### src/sv/tle_pkg.sv
// Terminal line editor: shared constants, types and code points.
// Depends on nothing; every other file but tle_ram imports it.
package tle_pkg;

   localparam int LINE_LEN  = 64;
   localparam int PTR_W     = $clog2(LINE_LEN);
   localparam int BYTE_W    = 8;
   localparam int KIND_W    = 3;
   localparam int POS_W     = 6;
   localparam int NUM_REGS  = 6;
   localparam int CSR_IDX_W = 3;

   localparam logic [PTR_W-1:0]  FILL_MAX    = PTR_W'(LINE_LEN - 1);
   localparam logic [BYTE_W-1:0] SPACE_BYTE  = 8'h20;
   localparam logic [BYTE_W-1:0] STATUS_BYTE = 8'h5C;

   typedef logic [BYTE_W-1:0]    byte_type;
   typedef logic [PTR_W-1:0]     ptr_type;
   typedef logic [POS_W-1:0]     pos_type;
   typedef logic [CSR_IDX_W-1:0] csr_idx_type;

   typedef enum logic [CSR_IDX_W-1:0] {
      REG_ESCAPE = 3'd0,
      REG_CSI    = 3'd1,
      REG_LEFT   = 3'd2,
      REG_RIGHT  = 3'd3,
      REG_ERASE  = 3'd4,
      REG_ENTER  = 3'd5
   } reg_idx_type;

   localparam byte_type REG_RESET [NUM_REGS] = '{8'd27, 8'd91, 8'd68, 8'd67, 8'd127, 8'd13};

   typedef enum logic [KIND_W-1:0] {
      KIND_FWD    = 3'd0,
      KIND_BACK   = 3'd1,
      KIND_BS     = 3'd2,
      KIND_REDRAW = 3'd3,
      KIND_FULL   = 3'd4,
      KIND_EMPTY  = 3'd5,
      KIND_CHAR   = 3'd6
   } kind_type;

   typedef enum logic [3:0] {
      ST_IDLE,
      ST_DECODE,
      ST_DEL_RD,
      ST_DEL_WR,
      ST_INS_RD,
      ST_INS_WR,
      ST_EMIT_RD,
      ST_EMIT_CHK,
      ST_FLUSH
   } state_type;

endpackage

### src/sv/tle_req_if.sv
// Request channel: one received terminal byte with valid/ready.
// Depends on tle_pkg.
interface tle_req_if;
   import tle_pkg::*;

   logic     valid;
   logic     ready;
   byte_type rx_byte;

   modport source (output valid, output rx_byte, input ready);
   modport sink   (input valid, input rx_byte, output ready);
endinterface

### src/sv/tle_rsp_if.sv
// Response channel: one editor result with valid/ready.
// Depends on tle_pkg.
interface tle_rsp_if;
   import tle_pkg::*;

   logic              valid;
   logic              ready;
   logic [KIND_W-1:0] kind;
   byte_type          line_char;
   pos_type           char_pos;
   logic              last;

   modport source (output valid, output kind, output line_char, output char_pos,
                   output last, input ready);
   modport sink   (input valid, input kind, input line_char, input char_pos,
                   input last, output ready);
endinterface

### src/sv/terminal_line_editor_top.sv
// Terminal line editor top level: sequencer, line RAM, register file, result register.
// Depends on tle_pkg, tle_req_if, tle_rsp_if and tle_ram.
//
//   Channel   Dir  Handshake          Payload
//   req_chan  in   valid/ready        rx_byte
//   rsp_chan  out  valid/ready        kind, line_char, char_pos, last
//   csr_*     in   csr_we (no stall)  csr_index, csr_wdata
//
// Each request is accepted, then decoded; a move, plain insert, escape or ignored byte
// ends there, and the flush state follows when a result is posted. Erase and mid-line
// insert shift each byte by a read then a write, then finish; enter reads then checks
// each stored byte, then finishes. All three are set by the line RAM: one read, then
// one write or check, per byte.
// Reset (synchronous, active high) empties the line and restores the codes;
// the line RAM needs no clearing pass as only bytes below the fill count are read.
// A stalled response holds the sequencer only when a new result must be posted.
module terminal_line_editor_top (
   input  logic                      clock,
   input  logic                      reset,
   tle_req_if.sink                   req_chan,
   tle_rsp_if.source                 rsp_chan,
   input  logic                      csr_we,
   input  tle_pkg::csr_idx_type      csr_index,
   input  tle_pkg::byte_type         csr_wdata
);
   import tle_pkg::*;

   // control state
   state_type state_ff, state_in;
   ptr_type   fill_ff, fill_in;
   ptr_type   cursor_ff, cursor_in;
   ptr_type   idx_ff, idx_in;
   ptr_type   n_ff, n_in;            // bytes emitted so far on enter
   logic      prev_space_ff, prev_space_in;
   logic      esc_ff, esc_in;
   logic      seq_ff, seq_in;
   logic      hold_valid_ff, hold_valid_in;
   logic      rsp_valid_ff, rsp_valid_in;

   // payload
   byte_type  byte_ff, byte_in;
   kind_type  hold_kind_ff, hold_kind_in;
   byte_type  hold_char_ff, hold_char_in;
   ptr_type   hold_pos_ff, hold_pos_in;
   kind_type  rsp_kind_ff, rsp_kind_in;
   byte_type  rsp_char_ff, rsp_char_in;
   pos_type   rsp_pos_ff, rsp_pos_in;
   logic      rsp_last_ff, rsp_last_in;

   byte_type  cfg_ff [NUM_REGS];

   // result push into the output register
   logic      push;
   kind_type  push_kind;
   byte_type  push_char;
   ptr_type   push_pos;
   logic      push_last;
   logic      out_free;

   // line RAM
   logic      wr_en;
   ptr_type   wr_addr;
   byte_type  wr_data;
   logic      rd_en;
   ptr_type   rd_addr;
   byte_type  rd_data;

   logic      produce;
   logic      is_space;

   tle_ram #(
      .WIDTH (BYTE_W),
      .DEPTH (LINE_LEN)
   ) u_line_ram (
      .clock   (clock),
      .wr_en   (wr_en),
      .wr_addr (wr_addr),
      .wr_data (wr_data),
      .rd_en   (rd_en),
      .rd_addr (rd_addr),
      .rd_data (rd_data)
   );

   assign out_free = !rsp_valid_ff || rsp_chan.ready;
   assign is_space = (rd_data == SPACE_BYTE);
   // a space is kept only as the first of a run and never at the start
   assign produce  = !is_space || ((n_ff != '0) && !prev_space_ff);

   // code registers; writes beyond the list are dropped
   always_ff @(posedge clock) begin
      if (reset) begin
         for (int i = 0; i < NUM_REGS; i++) begin
            cfg_ff[i] <= REG_RESET[i];
         end
      end else if (csr_we && (csr_index < csr_idx_type'(NUM_REGS))) begin
         cfg_ff[csr_index] <= csr_wdata;
      end
   end

   always_ff @(posedge clock) begin
      if (reset) begin
         state_ff      <= ST_IDLE;
         fill_ff       <= '0;
         cursor_ff     <= '0;
         idx_ff        <= '0;
         n_ff          <= '0;
         prev_space_ff <= 1'b0;
         esc_ff        <= 1'b0;
         seq_ff        <= 1'b0;
         hold_valid_ff <= 1'b0;
         rsp_valid_ff  <= 1'b0;
      end else begin
         state_ff      <= state_in;
         fill_ff       <= fill_in;
         cursor_ff     <= cursor_in;
         idx_ff        <= idx_in;
         n_ff          <= n_in;
         prev_space_ff <= prev_space_in;
         esc_ff        <= esc_in;
         seq_ff        <= seq_in;
         hold_valid_ff <= hold_valid_in;
         rsp_valid_ff  <= rsp_valid_in;
      end
   end

   always_ff @(posedge clock) begin
      byte_ff      <= byte_in;
      hold_kind_ff <= hold_kind_in;
      hold_char_ff <= hold_char_in;
      hold_pos_ff  <= hold_pos_in;
      rsp_kind_ff  <= rsp_kind_in;
      rsp_char_ff  <= rsp_char_in;
      rsp_pos_ff   <= rsp_pos_in;
      rsp_last_ff  <= rsp_last_in;
   end

   // sequencer
   always_comb begin
      state_in      = state_ff;
      fill_in       = fill_ff;
      cursor_in     = cursor_ff;
      idx_in        = idx_ff;
      n_in          = n_ff;
      prev_space_in = prev_space_ff;
      esc_in        = esc_ff;
      seq_in        = seq_ff;
      hold_valid_in = hold_valid_ff;
      byte_in       = byte_ff;
      hold_kind_in  = hold_kind_ff;
      hold_char_in  = hold_char_ff;
      hold_pos_in   = hold_pos_ff;
      push          = 1'b0;
      push_kind     = hold_kind_ff;
      push_char     = hold_char_ff;
      push_pos      = hold_pos_ff;
      push_last     = 1'b1;
      wr_en         = 1'b0;
      wr_addr       = idx_ff;
      wr_data       = rd_data;
      rd_en         = 1'b0;
      rd_addr       = idx_ff;

      case (state_ff)
         ST_IDLE: begin
            if (req_chan.valid) begin
               byte_in  = req_chan.rx_byte;
               state_in = ST_DECODE;
            end
         end

         ST_DECODE: begin
            state_in     = ST_IDLE;
            hold_char_in = '0;
            if (seq_ff) begin
               seq_in = 1'b0;
               if (byte_ff == cfg_ff[REG_LEFT]) begin
                  if (cursor_ff == '0) begin
                     hold_kind_in  = KIND_FWD;
                     hold_pos_in   = cursor_ff;
                     hold_valid_in = 1'b1;
                     state_in      = ST_FLUSH;
                  end else begin
                     cursor_in = cursor_ff - PTR_W'(1);
                  end
               end else if (byte_ff == cfg_ff[REG_RIGHT]) begin
                  if (cursor_ff >= fill_ff) begin
                     hold_kind_in  = KIND_BACK;
                     hold_pos_in   = cursor_ff;
                     hold_valid_in = 1'b1;
                     state_in      = ST_FLUSH;
                  end else begin
                     cursor_in = cursor_ff + PTR_W'(1);
                  end
               end
            end else if (esc_ff && (byte_ff == cfg_ff[REG_CSI])) begin
               esc_in = 1'b0;
               seq_in = 1'b1;
            end else begin
               esc_in = 1'b0;
               if (byte_ff == cfg_ff[REG_ENTER]) begin
                  if (fill_ff != '0) begin
                     idx_in        = '0;
                     n_in          = '0;
                     prev_space_in = 1'b0;
                     hold_valid_in = 1'b0;
                     state_in      = ST_EMIT_RD;
                  end else begin
                     cursor_in = '0;
                  end
               end else if (byte_ff == cfg_ff[REG_ESCAPE]) begin
                  esc_in = 1'b1;
               end else if (byte_ff == cfg_ff[REG_ERASE]) begin
                  if (cursor_ff != '0) begin
                     idx_in   = cursor_ff - PTR_W'(1);
                     state_in = ST_DEL_RD;
                  end
               end else if (byte_ff == STATUS_BYTE) begin
                  state_in = ST_IDLE;
               end else if (fill_ff >= FILL_MAX) begin
                  // line full: drop the byte and start over
                  fill_in       = '0;
                  cursor_in     = '0;
                  hold_kind_in  = KIND_FULL;
                  hold_pos_in   = '0;
                  hold_valid_in = 1'b1;
                  state_in      = ST_FLUSH;
               end else if (cursor_ff < fill_ff) begin
                  idx_in   = fill_ff;
                  state_in = ST_INS_RD;
               end else begin
                  wr_en     = 1'b1;
                  wr_addr   = fill_ff;
                  wr_data   = byte_ff;
                  fill_in   = fill_ff + PTR_W'(1);
                  cursor_in = fill_ff + PTR_W'(1);
               end
            end
         end

         // erase: pull the tail left one place at a time
         ST_DEL_RD: begin
            if (({1'b0, idx_ff} + (PTR_W+1)'(1)) < {1'b0, fill_ff}) begin
               rd_en    = 1'b1;
               rd_addr  = idx_ff + PTR_W'(1);
               state_in = ST_DEL_WR;
            end else begin
               fill_in       = fill_ff - PTR_W'(1);
               cursor_in     = cursor_ff - PTR_W'(1);
               hold_kind_in  = KIND_BS;
               hold_char_in  = '0;
               hold_pos_in   = cursor_ff - PTR_W'(1);
               hold_valid_in = 1'b1;
               state_in      = ST_FLUSH;
            end
         end

         ST_DEL_WR: begin
            wr_en    = 1'b1;
            wr_addr  = idx_ff;
            wr_data  = rd_data;
            idx_in   = idx_ff + PTR_W'(1);
            state_in = ST_DEL_RD;
         end

         // mid-line insert: push the tail right from the end, then drop the byte in
         ST_INS_RD: begin
            if (idx_ff > cursor_ff) begin
               rd_en    = 1'b1;
               rd_addr  = idx_ff - PTR_W'(1);
               state_in = ST_INS_WR;
            end else begin
               wr_en         = 1'b1;
               wr_addr       = cursor_ff;
               wr_data       = byte_ff;
               cursor_in     = cursor_ff + PTR_W'(1);
               fill_in       = fill_ff + PTR_W'(1);
               hold_kind_in  = KIND_REDRAW;
               hold_char_in  = '0;
               hold_pos_in   = cursor_ff + PTR_W'(1);
               hold_valid_in = 1'b1;
               state_in      = ST_FLUSH;
            end
         end

         ST_INS_WR: begin
            wr_en    = 1'b1;
            wr_addr  = idx_ff;
            wr_data  = rd_data;
            idx_in   = idx_ff - PTR_W'(1);
            state_in = ST_INS_RD;
         end

         // enter: walk the line; one result is held back so the final one gets last
         ST_EMIT_RD: begin
            if (idx_ff < fill_ff) begin
               rd_en    = 1'b1;
               rd_addr  = idx_ff;
               state_in = ST_EMIT_CHK;
            end else begin
               if (!hold_valid_ff) begin
                  hold_kind_in  = KIND_EMPTY;
                  hold_char_in  = '0;
                  hold_pos_in   = '0;
                  hold_valid_in = 1'b1;
               end
               fill_in   = '0;
               cursor_in = '0;
               state_in  = ST_FLUSH;
            end
         end

         ST_EMIT_CHK: begin
            if (!(produce && hold_valid_ff && !out_free)) begin
               if (produce) begin
                  push          = hold_valid_ff;
                  push_last     = 1'b0;
                  hold_kind_in  = KIND_CHAR;
                  hold_char_in  = rd_data;
                  hold_pos_in   = n_ff;
                  hold_valid_in = 1'b1;
                  n_in          = n_ff + PTR_W'(1);
               end
               prev_space_in = is_space;
               idx_in        = idx_ff + PTR_W'(1);
               state_in      = ST_EMIT_RD;
            end
         end

         ST_FLUSH: begin
            if (out_free) begin
               push          = 1'b1;
               push_last     = 1'b1;
               hold_valid_in = 1'b0;
               state_in      = ST_IDLE;
            end
         end

         default: begin
            state_in = ST_IDLE;
         end
      endcase
   end

   // output register
   always_comb begin
      rsp_valid_in = rsp_valid_ff && !rsp_chan.ready;
      rsp_kind_in  = rsp_kind_ff;
      rsp_char_in  = rsp_char_ff;
      rsp_pos_in   = rsp_pos_ff;
      rsp_last_in  = rsp_last_ff;
      if (push) begin
         rsp_valid_in = 1'b1;
         rsp_kind_in  = push_kind;
         rsp_char_in  = push_char;
         rsp_pos_in   = POS_W'(push_pos);
         rsp_last_in  = push_last;
      end
   end

   assign req_chan.ready     = (state_ff == ST_IDLE);
   assign rsp_chan.valid     = rsp_valid_ff;
   assign rsp_chan.kind      = rsp_kind_ff;
   assign rsp_chan.line_char = rsp_char_ff;
   assign rsp_chan.char_pos  = rsp_pos_ff;
   assign rsp_chan.last      = rsp_last_ff;

   // the cursor never passes the end of the line
   assert property (@(posedge clock) disable iff (reset) cursor_ff <= fill_ff)
      else $error("cursor beyond fill count");

   // the line never exceeds its capacity less one
   assert property (@(posedge clock) disable iff (reset) fill_ff <= FILL_MAX)
      else $error("fill count beyond line capacity");

   // no result may be pending when a new byte is taken
   assert property (@(posedge clock) disable iff (reset)
      (state_ff == ST_IDLE) |-> !hold_valid_ff)
      else $error("held result left behind in idle");

   // a result is only pushed into a free output register
   assert property (@(posedge clock) disable iff (reset) push |-> out_free)
      else $error("result pushed over an unconsumed one");

   // a flushed result always ends the request with last set
   assert property (@(posedge clock) disable iff (reset)
      (state_ff == ST_FLUSH && out_free) |=> (rsp_valid_ff && rsp_last_ff))
      else $error("final result without last");
endmodule

### src/sv/tle_ram.sv
// Generic single-write, single-read RAM with registered read data.
// No dependencies.
module tle_ram #(
   parameter int WIDTH = 8,
   parameter int DEPTH = 64
) (
   input  logic                     clock,
   input  logic                     wr_en,
   input  logic [$clog2(DEPTH)-1:0] wr_addr,
   input  logic [WIDTH-1:0]         wr_data,
   input  logic                     rd_en,
   input  logic [$clog2(DEPTH)-1:0] rd_addr,
   output logic [WIDTH-1:0]         rd_data
);
   logic [WIDTH-1:0] mem [DEPTH];
   logic [WIDTH-1:0] rd_data_ff;

   always_ff @(posedge clock) begin
      if (wr_en) begin
         mem[wr_addr] <= wr_data;
      end
      if (rd_en) begin
         rd_data_ff <= mem[rd_addr];
      end
   end

   assign rd_data = rd_data_ff;
endmodule
### src/flat_wrapper.sv
// flat-port wrapper written by rule: the top's interface ports become plain ports
module terminal_line_editor_top_flat import tle_pkg::*;
  (clock, reset, csr_we, csr_index, csr_wdata, req_chan_valid, req_chan_rx_byte, req_chan_ready, rsp_chan_valid, rsp_chan_kind, rsp_chan_line_char, rsp_chan_char_pos, rsp_chan_last, rsp_chan_ready);
  tle_req_if req_chan_i ();
  tle_rsp_if rsp_chan_i ();
  input  logic clock;
  input  logic reset;
  input  logic csr_we;
  input  tle_pkg::csr_idx_type csr_index;
  input  tle_pkg::byte_type csr_wdata;
  input wire logic [$bits(req_chan_i.valid)-1:0] req_chan_valid;
  input wire logic [$bits(req_chan_i.rx_byte)-1:0] req_chan_rx_byte;
  output wire logic [$bits(req_chan_i.ready)-1:0] req_chan_ready;
  output wire logic [$bits(rsp_chan_i.valid)-1:0] rsp_chan_valid;
  output wire logic [$bits(rsp_chan_i.kind)-1:0] rsp_chan_kind;
  output wire logic [$bits(rsp_chan_i.line_char)-1:0] rsp_chan_line_char;
  output wire logic [$bits(rsp_chan_i.char_pos)-1:0] rsp_chan_char_pos;
  output wire logic [$bits(rsp_chan_i.last)-1:0] rsp_chan_last;
  input wire logic [$bits(rsp_chan_i.ready)-1:0] rsp_chan_ready;
  assign req_chan_i.valid = req_chan_valid;
  assign req_chan_i.rx_byte = req_chan_rx_byte;
  assign req_chan_ready = req_chan_i.ready;
  assign rsp_chan_valid = rsp_chan_i.valid;
  assign rsp_chan_kind = rsp_chan_i.kind;
  assign rsp_chan_line_char = rsp_chan_i.line_char;
  assign rsp_chan_char_pos = rsp_chan_i.char_pos;
  assign rsp_chan_last = rsp_chan_i.last;
  assign rsp_chan_i.ready = rsp_chan_ready;
  terminal_line_editor_top u_core (.clock(clock), .reset(reset), .req_chan(req_chan_i), .rsp_chan(rsp_chan_i), .csr_we(csr_we), .csr_index(csr_index), .csr_wdata(csr_wdata));
endmodule
### config.mk
export PLATFORM = sky130hd
export DESIGN_NAME = terminal_line_editor_top_flat
export DESIGN_NICKNAME = d
export VERILOG_FILES = /design/src/sv/tle_pkg.sv /design/src/sv/tle_req_if.sv /design/src/sv/tle_rsp_if.sv /design/src/sv/terminal_line_editor_top.sv /design/src/sv/tle_ram.sv /design/src/flat_wrapper.sv
export SDC_FILE = /design/constraint.sdc
export NUM_CORES = 1
export LEC_CHECK = 0
export ABC_AREA = 1
export BUFFER_PORTS_ARGS = -buffer_cell sky130_fd_sc_hd__buf_2
export CORE_UTILIZATION = 35
export DETAILED_ROUTE_END_ITERATION = 8
export PLACE_DENSITY_LB_ADDON = 0.12
export SLEW_MARGIN = 15
export SYNTH_ARGS = -nofsm -noshare
export SYNTH_HDL_FRONTEND = slang
export SYNTH_HIERARCHICAL = 1
export SYNTH_SLANG_ARGS = --single-unit
### constraint.sdc
create_clock -name clock -period 9.5 [get_ports clock]
set_input_delay 0 -clock clock [delete_from_list [all_inputs] [get_ports clock]]
set_output_delay 0 -clock clock [all_outputs]
set_load 0.1 [all_outputs]
==> results.py, run 1 <==
metrics = {
    "drt": {
        "dr.pass1.iters": 7,
        "drc": 0,
        "wl_per_cell_um": 21.2,
        "wl_um": 90200,
        "ant_nets": 0,
        "drtIter0Drc": 1836,
        "num_vias": 21700,
        "viasPerCell": 5.11,
    },
    "logic_synthesis": {
        "synth.distinct_cells": 52,
        "syn_inst": 3012,
        "avgSynthCellArea_um2": 9.98,
        "ys_ff_latch": 644,
        "syn_nets": 3067,
        "ys.flop_type": "edfxtp_1",
        "synth-seq-area-share_pct": 63.2,
        "synthArstFlopShare_pct": 0,
        "netlist_area_um2": 30100,
        "yosys_warnings": 6,
        "synth-edff-count": 611,
    },
    "worst_setup_path": {
        "start_kind": "register",
        "path_common_cell": "nand2_1",
        "max_stage_delay_ns": 0.89,
        "worstPathCellList": "ha_1 -> xor2_1 -> ha_1 -> a21oi_1 -> nand2_1 -> nand3_1 -> nand2_1 -> nand2_1 -> nand3_1 -> inv_1 -> a21oi_1 -> o22ai_4 -> buf_12 -> buf_4 -> nand2_1 -> nand3_1 -> nand3_1 -> nand2_1 -> nand2_1 -> nand3_1 -> nand3_1 -> nand2_1",
        "end_kind": "register",
        "cp.arrival_ns": 6.11,
        "slowest_stage": "buf_4",
        "r2r-start": "u_core/idx_ff[0]",
        "startpoint": "u_core/idx_ff[0]",
        "critical_path_class": "register to register",
        "cp_max_fo": 172,
        "worstPathRequired_ns": 10.00,
    },
    "placed_design": {
        "place_area_um2": 31100,
        "hpwl_um": 55400,
        "io_buffers": 43,
        "dp_slack_ns": 3.89,
        "globalplace.congestion": 0.915,
        "place_inst": 4086,
    },
    "layout": {
        "n_fill_cell": 8353,
        "multiInputGateArea_um2": 9550,
        "finalNetCount": 3104,
        "fin_cells": 4251,
        "final_common_cell": "nand2_1",
        "final_cell_mix": "nand2_1 (983), edfxtp_1 (611), nand3_1 (526), nor2_1 (246), inv_1 (148)",
        "area_delta_synth_final_pct": 12.8,
        "regArea_um2": 19000,
        "final_area_um2": 33900,
        "antenna_cells_inserted": 0,
        "drive_above_1_share_pct": 9.01,
        "utilization_pct": 39.8,
    },
    "sta": {
        "slew_headroom_pct": 24.1,
        "fmaxAchievable_ghz": 0.178,
        "grt_setup_unrepaired": "false",
        "worstMarginPinSlew_ns": 1.13,
        "hold_viol": 0,
        "finalSetupTns_ns": 0,
        "min_period_ns": 5.61,
        "setup_violations": 0,
        "drv_slew": 0,
        "fin_crit_sh_pct": 59.1,
        "fin_hold_ws_ns": 0.0431,
        "finClkSkew_ns": 0.0485,
        "setup_slack_ns": 3.89,
    },
    "grt": {
        "grt_first_pass_wirelength_um": 135000,
        "grt_antenna_before_repair": 1,
        "grt_usage_pct": 20.8,
        "grt_max_degree": 173,
        "grt_overflow": 0,
        "grt_pass1_vias": 21100,
    },
    "cts": {
        "cts_tree": "yes",
        "clock-sinks": 644,
        "clk_pin_slew_ns": 0.06,
        "clk_path_buf_depth": 3,
        "cts-root-buf": "clkbuf_16",
        "cts_buffers": 74,
        "cts_max_level": 3,
        "cts_setup_buffers": 0,
        "insertion_delay_ns": 0.64,
    },
    "power_and_ir_drop": {
        "vdd_drop_max_v": 0.000508,
        "p_per_area_nw_per_um2": 386,
        "total_power_mw": 13.1,
        "leakagePower_nw": 12.8,
    },
    "floorplanning": {
        "fp.dieW_um": 295,
        "rows": 107,
        "start_util_pct": 35.3,
        "core_region_area_um2": 85100,
        "dieArea_um2": 87100,
        "ioPinCount": 44,
        "die_h_um": 295,
    },
    "worst_hold_path": {
        "hp-class": "input pin to register",
        "min_from": "csr_we",
    },
    "flow_run": {
        "maxCapViolations": 0,
    },
    "outcome": {
        "outcome": "completed",
    },
}
## logic make-up (layout without fill, tap and decap cells)
logic type | Yosys count | after routing | share of synthesized area (%)
AND/OR/NAND/NOR | 1854 | 1854 | 26.5
XOR/XNOR | 40 | 40 | 1.17
flip-flops | 644 | 644 | 63.2
AO/OA/AOI/OAI | 116 | 116 | 2.34
adder cells (fa/ha/maj) | 31 | 31 | 1.29
buffers and inverters | 327 | 422 | 5.47
## flip-flops by register name, indices dropped and copies added (netlist names), 3 cells and up
signal	cells
u_core/byte_ff	8
u_core/cfg_ff	48
u_core/cursor_ff	6
u_core/fill_ff	6
u_core/hold_char_ff	8
u_core/hold_kind_ff	3
u_core/hold_pos_ff	6
u_core/idx_ff	6
u_core/n_ff	6
u_core/rsp_chan.char_pos	6
u_core/rsp_chan.kind	3
u_core/rsp_chan.line_char	8
u_core/state_ff	4
u_core/u_line_ram/mem	512
u_core/u_line_ram/rd_data	8
## worst max-delay path, delay by kind of cell (launching register included)
kind            cells  cell delay, ns
compound gates      3            0.52
simple gates       13            1.43
fa+ha+maj           2            0.58
buf+inv             3            1.79
xor+xnor            1            0.34
flops               1            0.57
## layout make-up
type	instances	share of cell area, %
tap	1144	4.22
clock inverter	43	1.41
clock buffer	91	5.71
inverter	188	2.19
multi-input combinational	2041	28.2
sequential	644	56.1
timing repair buffer	100	2.19
## synth_stat cells, drive strengths merged, types with 7 or more instances
cell    instances  share of area [%]
nor3           23               0.38
buf           121                2.8
clkbuf         18               0.23
o21ai          36               0.66
dfxtp          33                2.2
nand4          19               0.40
a21oi          38               0.63
o211ai          9               0.22
nand2        1014                 13
edfxtp        611                 61
inv           185                2.4
xor2           21               0.61
xnor2          19               0.55
ha             31                1.3
nand3         530                8.9
o22ai           7               0.15
nor2          262                3.6
## where the power goes
group / total [mW] / switching [mW] / internal (mW) / leakage [nW]
logic: 6.23 / 4.68 / 1.56 / 5.84
clock network: 2.84 / 1.20 / 1.63 / 1.17
registers: 4.01 / 0.191 / 3.82 / 5.83
## final timing paths
kind,endpoint,slack [ns],cells after the start
max,u_core/u_line_ram/rd_data[6],3.89,22
min,u_core/cfg_ff[5][7],0.04,3
max reg2reg,u_core/u_line_ram/rd_data[6],3.89,22
min reg2reg,u_core/rsp_chan.line_char[3],0.42,0
## repair_timing
item	in CTS	in global routing
setup endpoints to repair	0	0
gates resized for setup	0	0
hold endpoints to repair	73	0
hold buffers	30	0
## per-layer routing
layer / up-vias / wire (um) / GRT usage (%)
met4: 0 / 3040 / 7.27
met1: 10600 / 39500 / 28.1
li1: 10300 / - / -
met2: 653 / 42800 / 34.1
met3: 155 / 4830 / 2.95
met5: - / 0 / 0
(Power assumes the default switching activity.)
==> inputs of run 2 (changes only) <==
==> constraint.sdc (replaced) <==
create_clock -name clock -period 5.7 [get_ports clock]
set_input_delay 0 -clock clock [delete_from_list [all_inputs] [get_ports clock]]
set_output_delay 0 -clock clock [all_outputs]
set_load 0.1 [all_outputs]
==> results.py, run 2 (synthesis results as in run 1) <==
metrics = {
    "outcome": {
        "outcome": "completed",
    },
    "floorplanning": {
        "fp.dieW_um": 295,
        "core_region_area_um2": 85100,
        "rows": 107,
        "start_util_pct": 35.3,
        "dieArea_um2": 87100,
        "die_h_um": 295,
        "ioPinCount": 44,
    },
    "sta": {
        "fin_crit_sh_pct": 88.9,
        "fmaxAchievable_ghz": 0.197,
        "grt_setup_unrepaired": "false",
        "slew_headroom_pct": 25.4,
        "finalSetupTns_ns": 0,
        "min_period_ns": 5.07,
        "fin_hold_ws_ns": 0.0787,
        "hold_viol": 0,
        "worstMarginPinSlew_ns": 1.11,
        "finClkSkew_ns": 0.0281,
        "setup_violations": 0,
        "drv_slew": 0,
    },
    "power_and_ir_drop": {
        "p_comb_share_pct": 48.8,
        "swShare_pct": 46.6,
        "power_frac_seq_pct": 29.5,
        "p_clk_share_pct": 21.6,
        "total_power_mw": 22.5,
        "vdd_drop_max_v": 0.000680,
        "p_switching_mw": 10.5,
        "internal-power_mw": 12.0,
        "leakagePower_nw": 13.1,
        "p_per_area_nw_per_um2": 656,
    },
    "drt": {
        "drc": 0,
        "dr.max_layer_used": "met4",
        "wl_per_cell_um": 22.3,
        "num_vias": 22000,
        "wl_met1_um": 41700,
        "wl_um": 95500,
        "detailroute.wirelength.met2_um": 45800,
        "drtIter0Drc": 1821,
        "viasPerCell": 5.14,
        "met3_length_um": 4920,
        "ant_nets": 0,
        "dr.pass1.iters": 6,
    },
    "layout": {
        "regArea_um2": 19000,
        "utilization_pct": 40.3,
        "final_common_cell": "nand2_1",
        "n_fill_cell": 8409,
        "drive_above_1_share_pct": 9.93,
        "final_cell_mix": "nand2_1 (983), edfxtp_1 (611), nand3_1 (526), nor2_1 (246), inv_1 (149)",
        "area_delta_synth_final_pct": 14.1,
        "largest_register_ffs": 512,
        "reg_top3": "u_core/u_line_ram/mem: 512 flops, u_core/cfg_ff: 48 flops",
        "finalNetCount": 3138,
        "max_flop_register": "u_core/u_line_ram/mem",
        "antenna_cells_inserted": 0,
        "fin_cells": 4285,
        "multiInputGateArea_um2": 9540,
    },
    "grt": {
        "grt_overflow": 0,
        "grt_usage_pct": 22.0,
        "grt_first_pass_wirelength_um": 142000,
        "grt_pass1_vias": 21500,
        "grt_max_degree": 129,
        "grt_antenna_before_repair": 0,
    },
    "worst_hold_path": {
        "hp-class": "input pin to register",
    },
    "placed_design": {
        "io_buffers": 43,
        "place_inst": 4117,
        "globalplace.congestion": 0.911,
        "hpwl_um": 61300,
    },
    "worst_setup_path": {
        "cp.arrival_ns": 5.32,
        "start_kind": "register",
        "worstPathRequired_ns": 5.95,
        "critical_path_class": "register to register",
        "cp_max_fo": 17,
        "end_kind": "register",
    },
    "cts": {
        "cts_tree": "yes",
        "cts-root-buf": "clkbuf_16",
        "ctsResizeCount": 0,
        "cts_buffers": 75,
        "ctsHoldBuffers": 33,
        "clock-sinks": 644,
        "insertion_delay_ns": 0.64,
        "cts_max_level": 3,
        "clk_path_buf_depth": 3,
        "clk_pin_slew_ns": 0.06,
        "cts_setup_buffers": 0,
    },
    "flow_run": {
        "maxCapViolations": 0,
    },
}
run 2: cell count changes in the layout (fill, tap and decap cells not counted), moves of 2 or more:
| cell | change |
|---|---|
| buf_12 | +9 |
| buf_4 | +21 |
| bufinv_16 | +3 |
| clkbuf_8 | -2 |
| clkinv_1 | -3 |
| clkinv_8 | +2 |
| dlygate4sd3_1 | +3 |
| inv_16 | -2 |
run 2: layout make-up:
type,count,area share [%]
inverter,188,2.16
multi-input combinational,2041,27.8
clock buffer,90,5.63
sequential,644,55.4
tap,1144,4.17
timing repair buffer,133,3.24
clock inverter,45,1.58
run 2: final timing paths:
| check | end | from | cells after the start | slack [ns] |
|---|---|---|---|---|
| hold reg to reg | u_core/rsp_chan.char_pos[2] | u_core/hold_pos_ff[2] | 0 | 0.42 |
| setup / recovery | u_core/u_line_ram/mem[4][4] | u_core/fill_ff[4] | 17 | 0.63 |
| hold / removal | u_core/byte_ff[0] | req_chan_rx_byte[0] | 2 | 0.08 |
| setup reg to reg | u_core/u_line_ram/mem[4][4] | u_core/fill_ff[4] | 17 | 0.63 |
run 2: routing by layer:
layer,track usage [%],vias up
li1,-,10400
met1,29.4,10800
met2,36.6,671
met3,2.73,159
met4,8.10,0
met5,0,-
run 2: power groups by stage:
stage / registers [mW] / clock network [mW] / logic (mW)
finish: 6.64 / 4.87 / 11.0
global route: 6.67 / 5.15 / 12.0
floorplan: 6.74 / 0 / 7.10
detailed placement: 6.74 / 0 / 11.0
CTS: 6.64 / 4.98 / 11.0
global placement: 6.73 / 0 / 11.0
run 2: worst max-delay path, stage by stage, from the launching register on:
cell and delay, ns:
dfxtp_1 0.60, inv_1 0.30, ha_1 0.36, nand2_1 0.07
nor2_1 0.17, o21ai_1 0.15, nand2_1 0.11, nand3_1 0.11
nor2_4 0.18, nand3_4 0.17, o21ai_4 0.15, buf_4 0.32
inv_1 0.10, nand2_1 0.07, nand2_1 0.18, nor3_1 0.30
nand2_1 0.44, nor2_1 0.89
run 2: metrics by stage:
step / worst slack [ns] / instance area (um^2)
6_report: 0.631 / 34300
5_1_grt: 0.350 / 34300
4_1_cts: 0.614 / 34300
3_5_place_dp: 0.647 / 31500
3_3_place_gp: 0.650 / 31500
2_1_floorplan: 0.700 / 30100
==> inputs of run 3 (changes only) <==
--- a/config.mk
+++ b/config.mk
@@ -6,7 +6,7 @@
 export NUM_CORES = 1
 export LEC_CHECK = 0
 export ABC_AREA = 1
-export BUFFER_PORTS_ARGS = -buffer_cell sky130_fd_sc_hd__buf_2
+export BUFFER_PORTS_ARGS = -buffer_cell sky130_fd_sc_hd__buf_4
 export CORE_UTILIZATION = 35
 export DETAILED_ROUTE_END_ITERATION = 8
 export PLACE_DENSITY_LB_ADDON = 0.12
==> results.py, run 3 (synthesis results as in run 1) <==
metrics = {
    "outcome": {
        "outcome": "completed",
    },
    "cts": {
        "cts-root-buf": "clkbuf_16",
        "cts_max_level": 3,
        "clk_path_buf_depth": 3,
        "insertion_delay_ns": 0.64,
        "cts_setup_buffers": 0,
        "cts_tree": "yes",
        "cts_buffers": 75,
        "clock-sinks": 644,
        "clk_pin_slew_ns": 0.06,
        "ctsResizeCount": 0,
    },
    "worst_hold_path": {
        "hp-class": "input pin to register",
    },
    "worst_setup_path": {
        "slowest_stage": "buf_4",
        "start_kind": "register",
        "path_delay_family": "simple AND/OR/NAND/NOR gates",
        "cp.arrival_ns": 5.24,
        "cp.buffers_inverters": 3,
        "max_stage_delay_ns": 0.60,
        "cp_max_fo": 48,
        "critical_path_class": "register to register",
        "worstPathCellList": "ha_1 -> nand3_1 -> xor2_1 -> inv_1 -> ha_1 -> a21oi_1 -> nand2_1 -> nand2_1 -> nand3_1 -> nand2_1 -> o21ai_4 -> inv_4 -> buf_4 -> nand3_1 -> nand3_1 -> nand2_1 -> nand2_1 -> nand3_1 -> nand3_1 -> nand2_1",
        "worstPathRequired_ns": 6.08,
        "end_kind": "register",
    },
    "sta": {
        "finalSetupTns_ns": 0,
        "fmaxAchievable_ghz": 0.206,
        "grt_setup_unrepaired": "false",
        "slew_headroom_pct": 21.9,
        "hold_viol": 0,
        "fin_crit_sh_pct": 85.2,
        "worstMarginPinSlew_ns": 1.17,
        "setup_violations": 0,
        "min_period_ns": 4.86,
        "drv_slew": 0,
        "finClkSkew_ns": 0.0405,
    },
    "power_and_ir_drop": {
        "vdd_drop_max_v": 0.000895,
        "leakagePower_nw": 13.0,
        "p_switching_mw": 10.3,
        "p_comb_share_pct": 48.7,
        "p_clk_share_pct": 21.3,
        "p_per_area_nw_per_um2": 646,
        "internal-power_mw": 11.8,
        "swShare_pct": 46.6,
        "power_frac_seq_pct": 30.1,
    },
    "drt": {
        "drtIter0Drc": 2095,
        "ant_nets": 0,
        "wl_per_cell_um": 21.9,
        "dr.pass1.iters": 6,
        "drc": 0,
        "viasPerCell": 5.13,
        "wl_um": 93800,
        "num_vias": 21900,
    },
    "floorplanning": {
        "rows": 107,
        "die_h_um": 295,
        "dieArea_um2": 87100,
        "start_util_pct": 35.3,
        "ioPinCount": 44,
        "fp.dieW_um": 295,
        "core_region_area_um2": 85100,
    },
    "layout": {
        "final_common_cell": "nand2_1",
        "n_fill_cell": 8347,
        "max_flop_register": "u_core/u_line_ram/mem",
        "final_cell_mix": "nand2_1 (983), edfxtp_1 (611), nand3_1 (526), nor2_1 (246), inv_1 (149)",
        "finalNetCount": 3130,
        "regArea_um2": 19000,
        "largest_register_ffs": 512,
        "drive_above_1_share_pct": 9.74,
        "area_delta_synth_final_pct": 13.9,
        "reg_top3": "u_core/u_line_ram/mem: 512 flops, u_core/cfg_ff: 48 flops",
        "antenna_cells_inserted": 0,
        "multiInputGateArea_um2": 9540,
        "fin_cells": 4277,
    },
    "placed_design": {
        "globalplace.congestion": 0.909,
        "hpwl_um": 60600,
        "place_inst": 4111,
        "io_buffers": 43,
    },
    "grt": {
        "grt_max_degree": 129,
        "grt_first_pass_wirelength_um": 139000,
        "grt_overflow": 0,
        "grt_usage_pct": 21.6,
        "grt_antenna_before_repair": 0,
        "grt_pass1_vias": 21500,
    },
    "flow_run": {
        "maxCapViolations": 0,
    },
}
## run 3: cell types whose count changed in the layout (fill, tap and decap cells not counted), sizes merged, moves of 2 or more
cell         delta
clkbuf          -3
bufinv          -4
clkinvlp        +2
clkinv          +4
dlygate4sd3     -3
buf             -5
## run 3: area by class of cell
type / instances / area share (%)
clock buffer: 87 / 5.61
tap: 1144 / 4.18
clock inverter: 48 / 1.40
inverter: 188 / 2.16
sequential: 644 / 55.5
multi-input combinational: 2041 / 27.9
timing repair buffer: 125 / 3.24
## run 3: final timing paths
kind,start,endpoint,slack [ns],cells after the start
worst max-delay path,u_core/idx_ff[0],u_core/u_line_ram/rd_data[2],0.84,20
worst min-delay path,req_chan_valid,u_core/byte_ff[4],0.03,4
worst max register to register,u_core/idx_ff[0],u_core/u_line_ram/rd_data[2],0.84,20
worst min register to register,u_core/hold_kind_ff[1],u_core/rsp_chan.kind[1],0.42,0
## run 3: metrics by stage
| step | worst slack, ns | hold WS, ns | utilization, % | instance area (um^2) | total power, mW |
|---|---|---|---|---|---|
| after floorplan | 0.700 | 0.0989 | - | 30100 | 13.8 |
| after global placement | 0.962 | 0.180 | 37.0 | 31500 | 17.5 |
| after detailed placement | 0.895 | 0.181 | 37.0 | 31500 | 17.5 |
| after CTS | 0.890 | 0.0155 | 40.2 | 34200 | 22.3 |
| after global routing | 0.529 | 0.0245 | 40.2 | 34200 | 23.4 |
| final | 0.842 | 0.0347 | 40.2 | 34200 | 22.1 |
## run 3: what timing repair did
item                                    in CTS  in global routing
hold buffers                                30                  0
endpoints found under the setup margin       0                  0
endpoints found under the hold margin       70                  0
## run 3: metal layers
layer  share of wire (%)  up-vias  track usage (%)
met4                 3.1        0             7.01
met1                  44    10800             29.0
met2                  48      664             36.2
li1                    -    10400                -
met3                 5.3      153             2.90
met5                   0        -                0
## run 3: power groups by stage
stage               logic, mW  registers, mW  clock network (mW)
floorplan                7.10           6.74                   0
global placement         10.8           6.74                   0
global route             11.8           6.68                4.99
finish                   10.8           6.65                4.70
CTS                      10.8           6.65                4.80
detailed placement       10.8           6.75                   0
## run 3: worst reg2reg max path, delay by kind of cell, from the launching register on
kind	cells	cell delay, ns
and+or+nand+nor	12	1.84
buffers and inverters	3	1.19
adders and majority gates	2	0.56
DFF	1	0.55
AOI/OAI and AO/OA	2	0.27
xor gates and xnor gates	1	0.23
